==> src/sv/scrs_pkg.sv <==
`timescale 1ns / 1ps
`default_nettype none

package scrs_pkg;

  // Item codes carried on the func field.
  localparam logic [1:0] FUNC_READ  = 2'd0;
  localparam logic [1:0] FUNC_RECAL = 2'd1;
  localparam logic [1:0] FUNC_TICK  = 2'd2;

  // Register indexes on the configuration port.
  localparam logic [1:0] REG_LOW   = 2'd0;
  localparam logic [1:0] REG_HIGH  = 2'd1;
  localparam logic [1:0] REG_DELAY = 2'd2;

  localparam int ADDR_W  = 4;
  localparam int DATA_W  = 32;
  localparam int DELAY_W = 17;
  localparam int SCALE_W = 16;

  localparam logic [DELAY_W-1:0] DELAY_RST   = 17'd60000;
  localparam logic [SCALE_W-1:0] SCALE_MIN   = 16'h8000;

  typedef enum logic [3:0] {
    S_IDLE  = 4'b0001,
    S_SETUP = 4'b0010,
    S_DIV   = 4'b0100,
    S_DONE  = 4'b1000
  } state_t;

  typedef struct packed {
    logic busy;
    logic done;
  } div_stat_t;

endpackage

`default_nettype wire

==> src/sv/scrs_div.sv <==
`timescale 1ns / 1ps
`default_nettype none

module scrs_div import scrs_pkg::*; #(
  parameter int DEN_W = 11,
  parameter int Q_W   = 16
) (
  input  wire logic                   clk,
  input  wire logic                   rst_n,
  input  wire logic                   start,
  input  wire logic [DEN_W+Q_W-1:0]   numer,
  input  wire logic [DEN_W-1:0]       denom,
  output div_stat_t                   stat,
  output logic      [Q_W-1:0]         quotient
);

  localparam int CNT_W = $clog2(Q_W);

  logic [DEN_W-1:0] rem_r;
  logic [DEN_W-1:0] den_r;
  logic [Q_W-1:0]   quo_r;
  logic [CNT_W-1:0] cnt_r;
  logic             busy_r;
  logic             done_r;

  logic [DEN_W:0]   trial;
  logic [DEN_W:0]   diff;
  logic             fits;

  // The caller guarantees the quotient fits in Q_W bits, so the upper part of
  // the dividend is already below the divisor and only Q_W steps are needed.
  assign trial = {rem_r, quo_r[Q_W-1]};
  assign diff  = trial - {1'b0, den_r};
  assign fits  = trial >= {1'b0, den_r};

  always_ff @(posedge clk) begin
    if (!rst_n) begin
      busy_r <= 1'b0;
      done_r <= 1'b0;
      cnt_r  <= '0;
    end else begin
      done_r <= 1'b0;
      if (start) begin
        busy_r <= 1'b1;
        cnt_r  <= CNT_W'(Q_W - 1);
      end else if (busy_r) begin
        cnt_r <= cnt_r - 1'b1;
        if (cnt_r == '0) begin
          busy_r <= 1'b0;
          done_r <= 1'b1;
        end
      end
    end
  end

  always_ff @(posedge clk) begin
    if (start) begin
      rem_r <= numer[DEN_W+Q_W-1:Q_W];
      quo_r <= numer[Q_W-1:0];
      den_r <= denom;
    end else if (busy_r) begin
      rem_r <= fits ? diff[DEN_W-1:0] : trial[DEN_W-1:0];
      quo_r <= {quo_r[Q_W-2:0], fits};
    end
  end

  assign stat.busy = busy_r;
  assign stat.done = done_r;
  assign quotient  = quo_r;

endmodule

`default_nettype wire

==> src/sv/self_calibrating_range_scaler.sv <==
// Channel   Direction  Handshake            Payload
// in        input      in_valid/in_ready    in_func, in_sample
// out       output     out_valid/out_ready  out_scaled_value, out_raw_echo,
//                                           out_save_now, out_save_low, out_save_high
// cfg       input      psel/penable/pwrite  paddr, pwdata, prdata (pready tied high)
//
// A read passes from acceptance through the setup state, the 16-step
// restoring divider (one quotient bit per cycle), the capture of the quotient
// and the hand-off before its result is valid. Recalibrate, tick and reads with
// equal bounds skip the divider. The input is ready again in the cycle after
// the result is loaded; the output register lets the next item enter while a
// result still waits. Reset is synchronous, active low.
`timescale 1ns / 1ps
`default_nettype none

module self_calibrating_range_scaler import scrs_pkg::*; #(
  parameter int SAMPLE_BITS = 10
) (
  input  wire logic                      clk,
  input  wire logic                      rst_n,

  input  wire logic                      in_valid,
  output logic                           in_ready,
  input  wire logic [1:0]                in_func,
  input  wire logic [SAMPLE_BITS-1:0]    in_sample,

  output logic                           out_valid,
  input  wire logic                      out_ready,
  output logic signed [SCALE_W-1:0]      out_scaled_value,
  output logic [SAMPLE_BITS-1:0]         out_raw_echo,
  output logic                           out_save_now,
  output logic [SAMPLE_BITS:0]           out_save_low,
  output logic [SAMPLE_BITS:0]           out_save_high,

  input  wire logic                      psel,
  input  wire logic                      penable,
  input  wire logic                      pwrite,
  input  wire logic [ADDR_W-1:0]         paddr,
  input  wire logic [DATA_W-1:0]         pwdata,
  output logic [DATA_W-1:0]              prdata,
  output logic                           pready
);

  localparam int BOUND_BITS = SAMPLE_BITS + 1;
  localparam logic [BOUND_BITS-1:0] HIGH_RST = {1'b0, {SAMPLE_BITS{1'b1}}};

  state_t state_r;

  logic [BOUND_BITS-1:0]  init_low_r;
  logic [BOUND_BITS-1:0]  init_high_r;
  logic [DELAY_W-1:0]     delay_r;

  logic [BOUND_BITS-1:0]  low_bound_r;
  logic [BOUND_BITS-1:0]  high_bound_r;
  logic                   save_pending_r;
  logic [DELAY_W-1:0]     elapsed_r;
  logic [SCALE_W-1:0]     last_scaled_r;
  logic [SAMPLE_BITS-1:0] last_raw_r;

  logic [1:0]             func_r;
  logic [SAMPLE_BITS-1:0] sample_r;
  logic                   save_now_r;
  logic [BOUND_BITS-1:0]  save_low_r;
  logic [BOUND_BITS-1:0]  save_high_r;

  logic                   out_valid_r;
  logic [SCALE_W-1:0]     out_scaled_r;
  logic [SAMPLE_BITS-1:0] out_raw_r;
  logic                   out_save_r;
  logic [BOUND_BITS-1:0]  out_low_r;
  logic [BOUND_BITS-1:0]  out_high_r;

  logic                   cfg_wr;
  logic [1:0]             cfg_idx;
  logic [BOUND_BITS-1:0]  sample_ext;
  logic                   save_fire;
  logic [BOUND_BITS-1:0]  lo_wide;
  logic [BOUND_BITS-1:0]  hi_wide;
  logic [BOUND_BITS-1:0]  span;
  logic [BOUND_BITS-1:0]  offs;
  logic [BOUND_BITS+SCALE_W-1:0] numer;
  logic                   is_read;
  logic                   div_start;
  logic                   out_free;
  div_stat_t              div_st;
  logic [SCALE_W-1:0]     quotient;

  assign cfg_wr  = psel && penable && pwrite && pready;
  assign cfg_idx = paddr[ADDR_W-1:2];
  assign pready  = 1'b1;

  always_comb begin
    unique case (cfg_idx)
      REG_LOW:   prdata = DATA_W'(init_low_r);
      REG_HIGH:  prdata = DATA_W'(init_high_r);
      REG_DELAY: prdata = DATA_W'(delay_r);
      default:   prdata = '0;
    endcase
  end

  // Setup-cycle datapath: save check on the old bounds, then widening.
  assign sample_ext = {1'b0, sample_r};
  assign save_fire  = save_pending_r && (elapsed_r > delay_r);
  assign lo_wide    = (sample_ext < low_bound_r) ? sample_ext : low_bound_r;
  assign hi_wide    = (sample_ext > high_bound_r) ? sample_ext : high_bound_r;
  assign span       = hi_wide - lo_wide;
  assign offs       = sample_ext - lo_wide;
  // offs * 65535 written as a shift and a subtract.
  assign numer      = {offs, {SCALE_W{1'b0}}} - {{SCALE_W{1'b0}}, offs};
  assign is_read    = (func_r == FUNC_READ);
  assign div_start  = (state_r == S_SETUP) && is_read && (span != '0);
  assign out_free   = !out_valid_r || out_ready;

  scrs_div #(
    .DEN_W (BOUND_BITS),
    .Q_W   (SCALE_W)
  ) u_div (
    .clk      (clk),
    .rst_n    (rst_n),
    .start    (div_start),
    .numer    (numer),
    .denom    (span),
    .stat     (div_st),
    .quotient (quotient)
  );

  always_ff @(posedge clk) begin
    if (!rst_n) begin
      state_r <= S_IDLE;
    end else begin
      unique case (state_r)
        S_IDLE:  if (in_valid) state_r <= S_SETUP;
        S_SETUP: state_r <= div_start ? S_DIV : S_DONE;
        S_DIV:   if (div_st.done) state_r <= S_DONE;
        S_DONE:  if (out_free) state_r <= S_IDLE;
        default: state_r <= S_IDLE;
      endcase
    end
  end

  assign in_ready = (state_r == S_IDLE);

  always_ff @(posedge clk) begin
    if (in_valid && in_ready) begin
      func_r   <= in_func;
      sample_r <= in_sample;
    end
    if (state_r == S_SETUP) begin
      save_now_r  <= is_read && save_fire;
      save_low_r  <= (is_read && save_fire) ? low_bound_r : '0;
      save_high_r <= (is_read && save_fire) ? high_bound_r : '0;
    end
  end

  always_ff @(posedge clk) begin
    if (!rst_n) begin
      init_low_r     <= '0;
      init_high_r    <= HIGH_RST;
      delay_r        <= DELAY_RST;
      low_bound_r    <= '0;
      high_bound_r   <= HIGH_RST;
      save_pending_r <= 1'b0;
      elapsed_r      <= '0;
      last_scaled_r  <= '0;
      last_raw_r     <= '0;
    end else begin
      if (cfg_wr && cfg_idx == REG_DELAY) begin
        delay_r <= pwdata[DELAY_W-1:0];
      end
      if (cfg_wr && cfg_idx == REG_LOW) begin
        init_low_r  <= pwdata[BOUND_BITS-1:0];
        low_bound_r <= pwdata[BOUND_BITS-1:0];
      end else if (state_r == S_SETUP && is_read) begin
        low_bound_r <= lo_wide;
      end else if (state_r == S_SETUP && func_r == FUNC_RECAL) begin
        low_bound_r <= sample_ext;
      end
      if (cfg_wr && cfg_idx == REG_HIGH) begin
        init_high_r  <= pwdata[BOUND_BITS-1:0];
        high_bound_r <= pwdata[BOUND_BITS-1:0];
      end else if (state_r == S_SETUP && is_read) begin
        high_bound_r <= hi_wide;
      end else if (state_r == S_SETUP && func_r == FUNC_RECAL) begin
        high_bound_r <= sample_ext + 1'b1;
      end
      if (state_r == S_SETUP) begin
        unique case (func_r)
          FUNC_READ: begin
            if (save_fire) save_pending_r <= 1'b0;
            last_raw_r <= sample_r;
            if (span == '0) last_scaled_r <= SCALE_MIN;
          end
          FUNC_RECAL: begin
            save_pending_r <= 1'b1;
            elapsed_r      <= '0;
            last_raw_r     <= sample_r;
          end
          FUNC_TICK: begin
            if (elapsed_r != {DELAY_W{1'b1}}) elapsed_r <= elapsed_r + 1'b1;
          end
          default: begin
          end
        endcase
      end
      // The quotient lies in 0..65535; flipping the top bit subtracts 32768.
      if (state_r == S_DIV && div_st.done) begin
        last_scaled_r <= quotient ^ SCALE_MIN;
      end
    end
  end

  always_ff @(posedge clk) begin
    if (!rst_n) begin
      out_valid_r <= 1'b0;
    end else if (state_r == S_DONE && out_free) begin
      out_valid_r <= 1'b1;
    end else if (out_ready) begin
      out_valid_r <= 1'b0;
    end
  end

  always_ff @(posedge clk) begin
    if (state_r == S_DONE && out_free) begin
      out_scaled_r <= last_scaled_r;
      out_raw_r    <= last_raw_r;
      out_save_r   <= save_now_r;
      out_low_r    <= save_low_r;
      out_high_r   <= save_high_r;
    end
  end

  assign out_valid        = out_valid_r;
  assign out_scaled_value = out_scaled_r;
  assign out_raw_echo     = out_raw_r;
  assign out_save_now     = out_save_r;
  assign out_save_low     = out_low_r;
  assign out_save_high    = out_high_r;

`ifndef SYNTHESIS
  a_busy_after_accept: assert property (@(posedge clk) disable iff (!rst_n)
    (in_valid && in_ready) |=> !in_ready)
    else $error("input taken while an item is in progress");

  a_div_idle: assert property (@(posedge clk) disable iff (!rst_n)
    (state_r == S_IDLE || state_r == S_DONE) |-> !div_st.busy)
    else $error("divider running outside the divide phase");

  a_save_fields: assert property (@(posedge clk) disable iff (!rst_n)
    (out_valid && !out_save_now) |-> (out_save_low == '0 && out_save_high == '0))
    else $error("save bounds nonzero without a save request");

  a_div_done_phase: assert property (@(posedge clk) disable iff (!rst_n)
    div_st.done |-> state_r == S_DIV)
    else $error("divider finished outside the divide phase");
`endif

endmodule

`default_nettype wire
==> config.mk <==
export PLATFORM = sky130hd
export DESIGN_NAME = self_calibrating_range_scaler
export DESIGN_NICKNAME = d
export VERILOG_FILES = /design/src/sv/scrs_pkg.sv /design/src/sv/scrs_div.sv /design/src/sv/self_calibrating_range_scaler.sv
export SDC_FILE = /design/constraint.sdc
export NUM_CORES = 1
export LEC_CHECK = 0
export ABC_AREA = 1
export BUFFER_PORTS_ARGS = -buffer_cell sky130_fd_sc_hd__clkbuf_2
export CAP_MARGIN = 20
export CORE_ASPECT_RATIO = 0.6
export CORE_MARGIN = 5
export CORE_UTILIZATION = 54
export CTS_BUF_LIST = sky130_fd_sc_hd__clkbuf_16
export DETAILED_ROUTE_END_ITERATION = 10
export GPL_TIMING_DRIVEN = 0
export PLACE_DENSITY = 0.77
export SLEW_MARGIN = 20
export SYNTH_ARGS = -nofsm -noshare
export SYNTH_HDL_FRONTEND = slang
export SYNTH_HIERARCHICAL = 1
export SYNTH_SLANG_ARGS = --single-unit
==> constraint.sdc <==
create_clock -name clk -period 7.1 [get_ports clk]
set_input_delay 1.42 -clock clk [delete_from_list [all_inputs] [get_ports clk]]
set_output_delay 1.42 -clock clk [all_outputs]
set_load 0.05 [all_outputs]
==> flow_metrics.py <==
metrics = {
    "sta": {
        "fin_hold_ws_ns": 0.419,
        "fmaxAchievable_mhz": 159,
        "finalMaxSlewViolations": 0,
        "grt_setup_unrepaired": "false",
        "post-route-min-period_ns": 6.28,
        "hold_viol_final": 0,
        "finalClockSkew_ns": 0.0290,
        "finalCritPeriodShare_pct": 88.4,
        "tightestPinTransition_ns": 1.00,
        "setup_viol_count_final": 0,
        "tns_ns": 0,
        "slew_headroom_pct": 32.7,
        "fin_ws_ns": 0.821,
    },
    "status": {
        "status": "complete, no violations",
    },
    "critical_path": {
        "cp.arrival_ns": 6.25,
        "critical_path_class": "flip-flop to flip-flop",
        "crit_path_max_fanout": 28,
        "required_ns": 7.07,
        "cp-start-kind": "flip-flop",
        "cp-end-kind": "flip-flop",
    },
    "clock_tree": {
        "clkLatencyLatePin_ns": 0.55,
        "clk_pin_slew_worst_paths_ns": 0.07,
        "htreeDepth": 1,
        "cts_hold_buf": 0,
        "cts_buffers": 24,
        "cts_tree": "built",
        "cts_setup_buffers": 0,
        "ctsResizeCount": 0,
        "clock_sink_count": 238,
        "cts-root-buf": "clkbuf_16",
        "clockBufferDepth": 3,
    },
    "flow_run": {
        "cap_violations": 0,
    },
    "placement": {
        "gp_congestion": 1.02,
        "dp_slack_ns": 1.22,
        "dp_hpwl_um": 29100,
        "io_buffer_count": 105,
    },
    "global_route": {
        "gr-total-overflow": 0,
        "grt_antenna_before_repair": 0,
        "grt_pass1_wl_um": 58700,
        "grt_max_degree": 29,
        "grt_usage_pct": 27.3,
        "grt_pass1_vias": 10713,
    },
    "die": {
        "core_area_um2": 23300,
        "dieArea_um2": 27300,
        "io_pins": 139,
        "die_height_um": 130,
        "initial_core_util_pct": 55.5,
        "row_count": 43,
        "die_w_um": 210,
    },
    "route": {
        "met1_length_um": 17700,
        "wl_per_cell_um": 18.2,
        "remaining_drc_errors": 0,
        "drtIter0Drc": 1392,
        "routed_wl_um": 37900,
        "avgViaCountPerCell": 5.59,
        "routed.top_layer": "met4",
        "routed-via-count": 11662,
        "postRouteAntennaNets": 0,
        "dr_wl_met2_um": 14500,
        "dr_wl_met3_um": 5170,
        "dr.pass1.iters": 6,
    },
    "synth": {
        "synth_area_um2": 13000,
        "synth.avg_cell_area_um2": 8.10,
        "syn_inst": 1600,
        "ys_warn_count": 6,
    },
    "cells_and_area": {
        "nets": 1883,
        "synthToLayoutAreaGrowth_pct": 13.7,
        "diodes": 0,
        "layout-drive-gt1-share_pct": 14.1,
        "final_util_pct": 63.1,
    },
    "power_and_ir_drop": {
        "power_density_nw_per_um2": 223,
        "power.leakage_uw": 0.00677,
        "total_power_uw": 3290,
        "ir_drop_v": 0.000163,
    },
    "min_path": {
        "hold_class": "flip-flop to flip-flop",
    },
}
-- worst paths after layout --
check | start | endpoint | slack, ns | cells after the start
max | sample_r[8] | u_div/rem_r[0] | 0.82 | 27
max reg2reg | sample_r[8] | u_div/rem_r[0] | 0.82 | 27
min reg2reg | save_low_r[8] | out_save_low[8] | 0.42 | 0
min | save_low_r[8] | out_save_low[8] | 0.42 | 0
-- registers in the layout, indices dropped and copies added (netlist names), 10 cells and up --
signal,flops
delay_r,17
elapsed_r,17
last_scaled_r,16
out_scaled_value,16
u_div/quotient,16
high_bound_r,11
init_high_r,11
init_low_r,11
low_bound_r,11
out_save_high,11
out_save_low,11
save_high_r,11
save_low_r,11
u_div/den_r,11
u_div/rem_r,11
last_raw_r,10
out_raw_echo,10
sample_r,10
-- area by class of cell --
type | count | area (um2)
sequential | 238 | 5990
fill | 2071 | 8610
buffer | 59 | 333
inverter | 230 | 863
tap | 315 | 394
timing repair buffer | 113 | 576
clock buffer | 24 | 601
multi-input combinational | 1087 | 5840
clock inverter | 20 | 145
-- placed cells by master (no fill, tap or decap), types with 14 or more instances in the layout --
master	instances
a21oi_1	119
buf_4	21
clkbuf_1	29
clkbuf_16	24
clkbuf_2	105
conb_1	16
dfxtp_1	116
edfxtp_1	122
ha_1	72
inv_1	220
nand2_1	401
nand2_2	17
nand3_1	80
nand4_1	28
nor2_1	120
nor3_1	18
o211ai_1	14
o21ai_0	90
-- worst max-delay path, cell delays in order, from the launching register on --
cell and delay (ns):
edfxtp_1 0.63, ha_1 0.39, nand2_1 0.05, nor2_1 0.18, nand2_1 0.07, nor3_1 0.25, nand2_1 0.09, nand3_1 0.08
nand2_1 0.06, buf_2 0.19, o21ai_0 0.33, ha_1 0.22, inv_1 0.10, fa_1 0.47, nand2_1 0.11, inv_1 0.06
nand2_1 0.07, nand2_1 0.09, nand2_1 0.10, nand3b_1 0.08, nand2_1 0.11, nand3_1 0.10, nor2_1 0.10, nand2_1 0.08
nand2_1 0.22, inv_1 0.35, nor2_1 0.29, clkinv_1 0.83
-- report_power, final --
| part | switching [uW] | total, uW | internal, uW |
|---|---|---|---|
| Sequential | 22.2 | 1490 | 1460 |
| Clock | 564 | 1230 | 662 |
| Combinational | 406 | 577 | 171 |
-- through the flow --
step | cells | area, um2
4_1_cts | 2086 | 14700
5_1_grt | 2086 | 14700
6_report | 2086 | 14700
3_5_place_dp | 2042 | 14000
3_3_place_gp | 2034 | 13900
2_1_floorplan | 1614 | 13000
-- per-layer routing --
metal	up-vias	track usage, %
met5	-	0
met2	647	36.8
met4	0	4.98
li1	5554	-
met1	5415	42.6
met3	46	9.20
No activity file was read; power rests on OpenSTA's default activity.
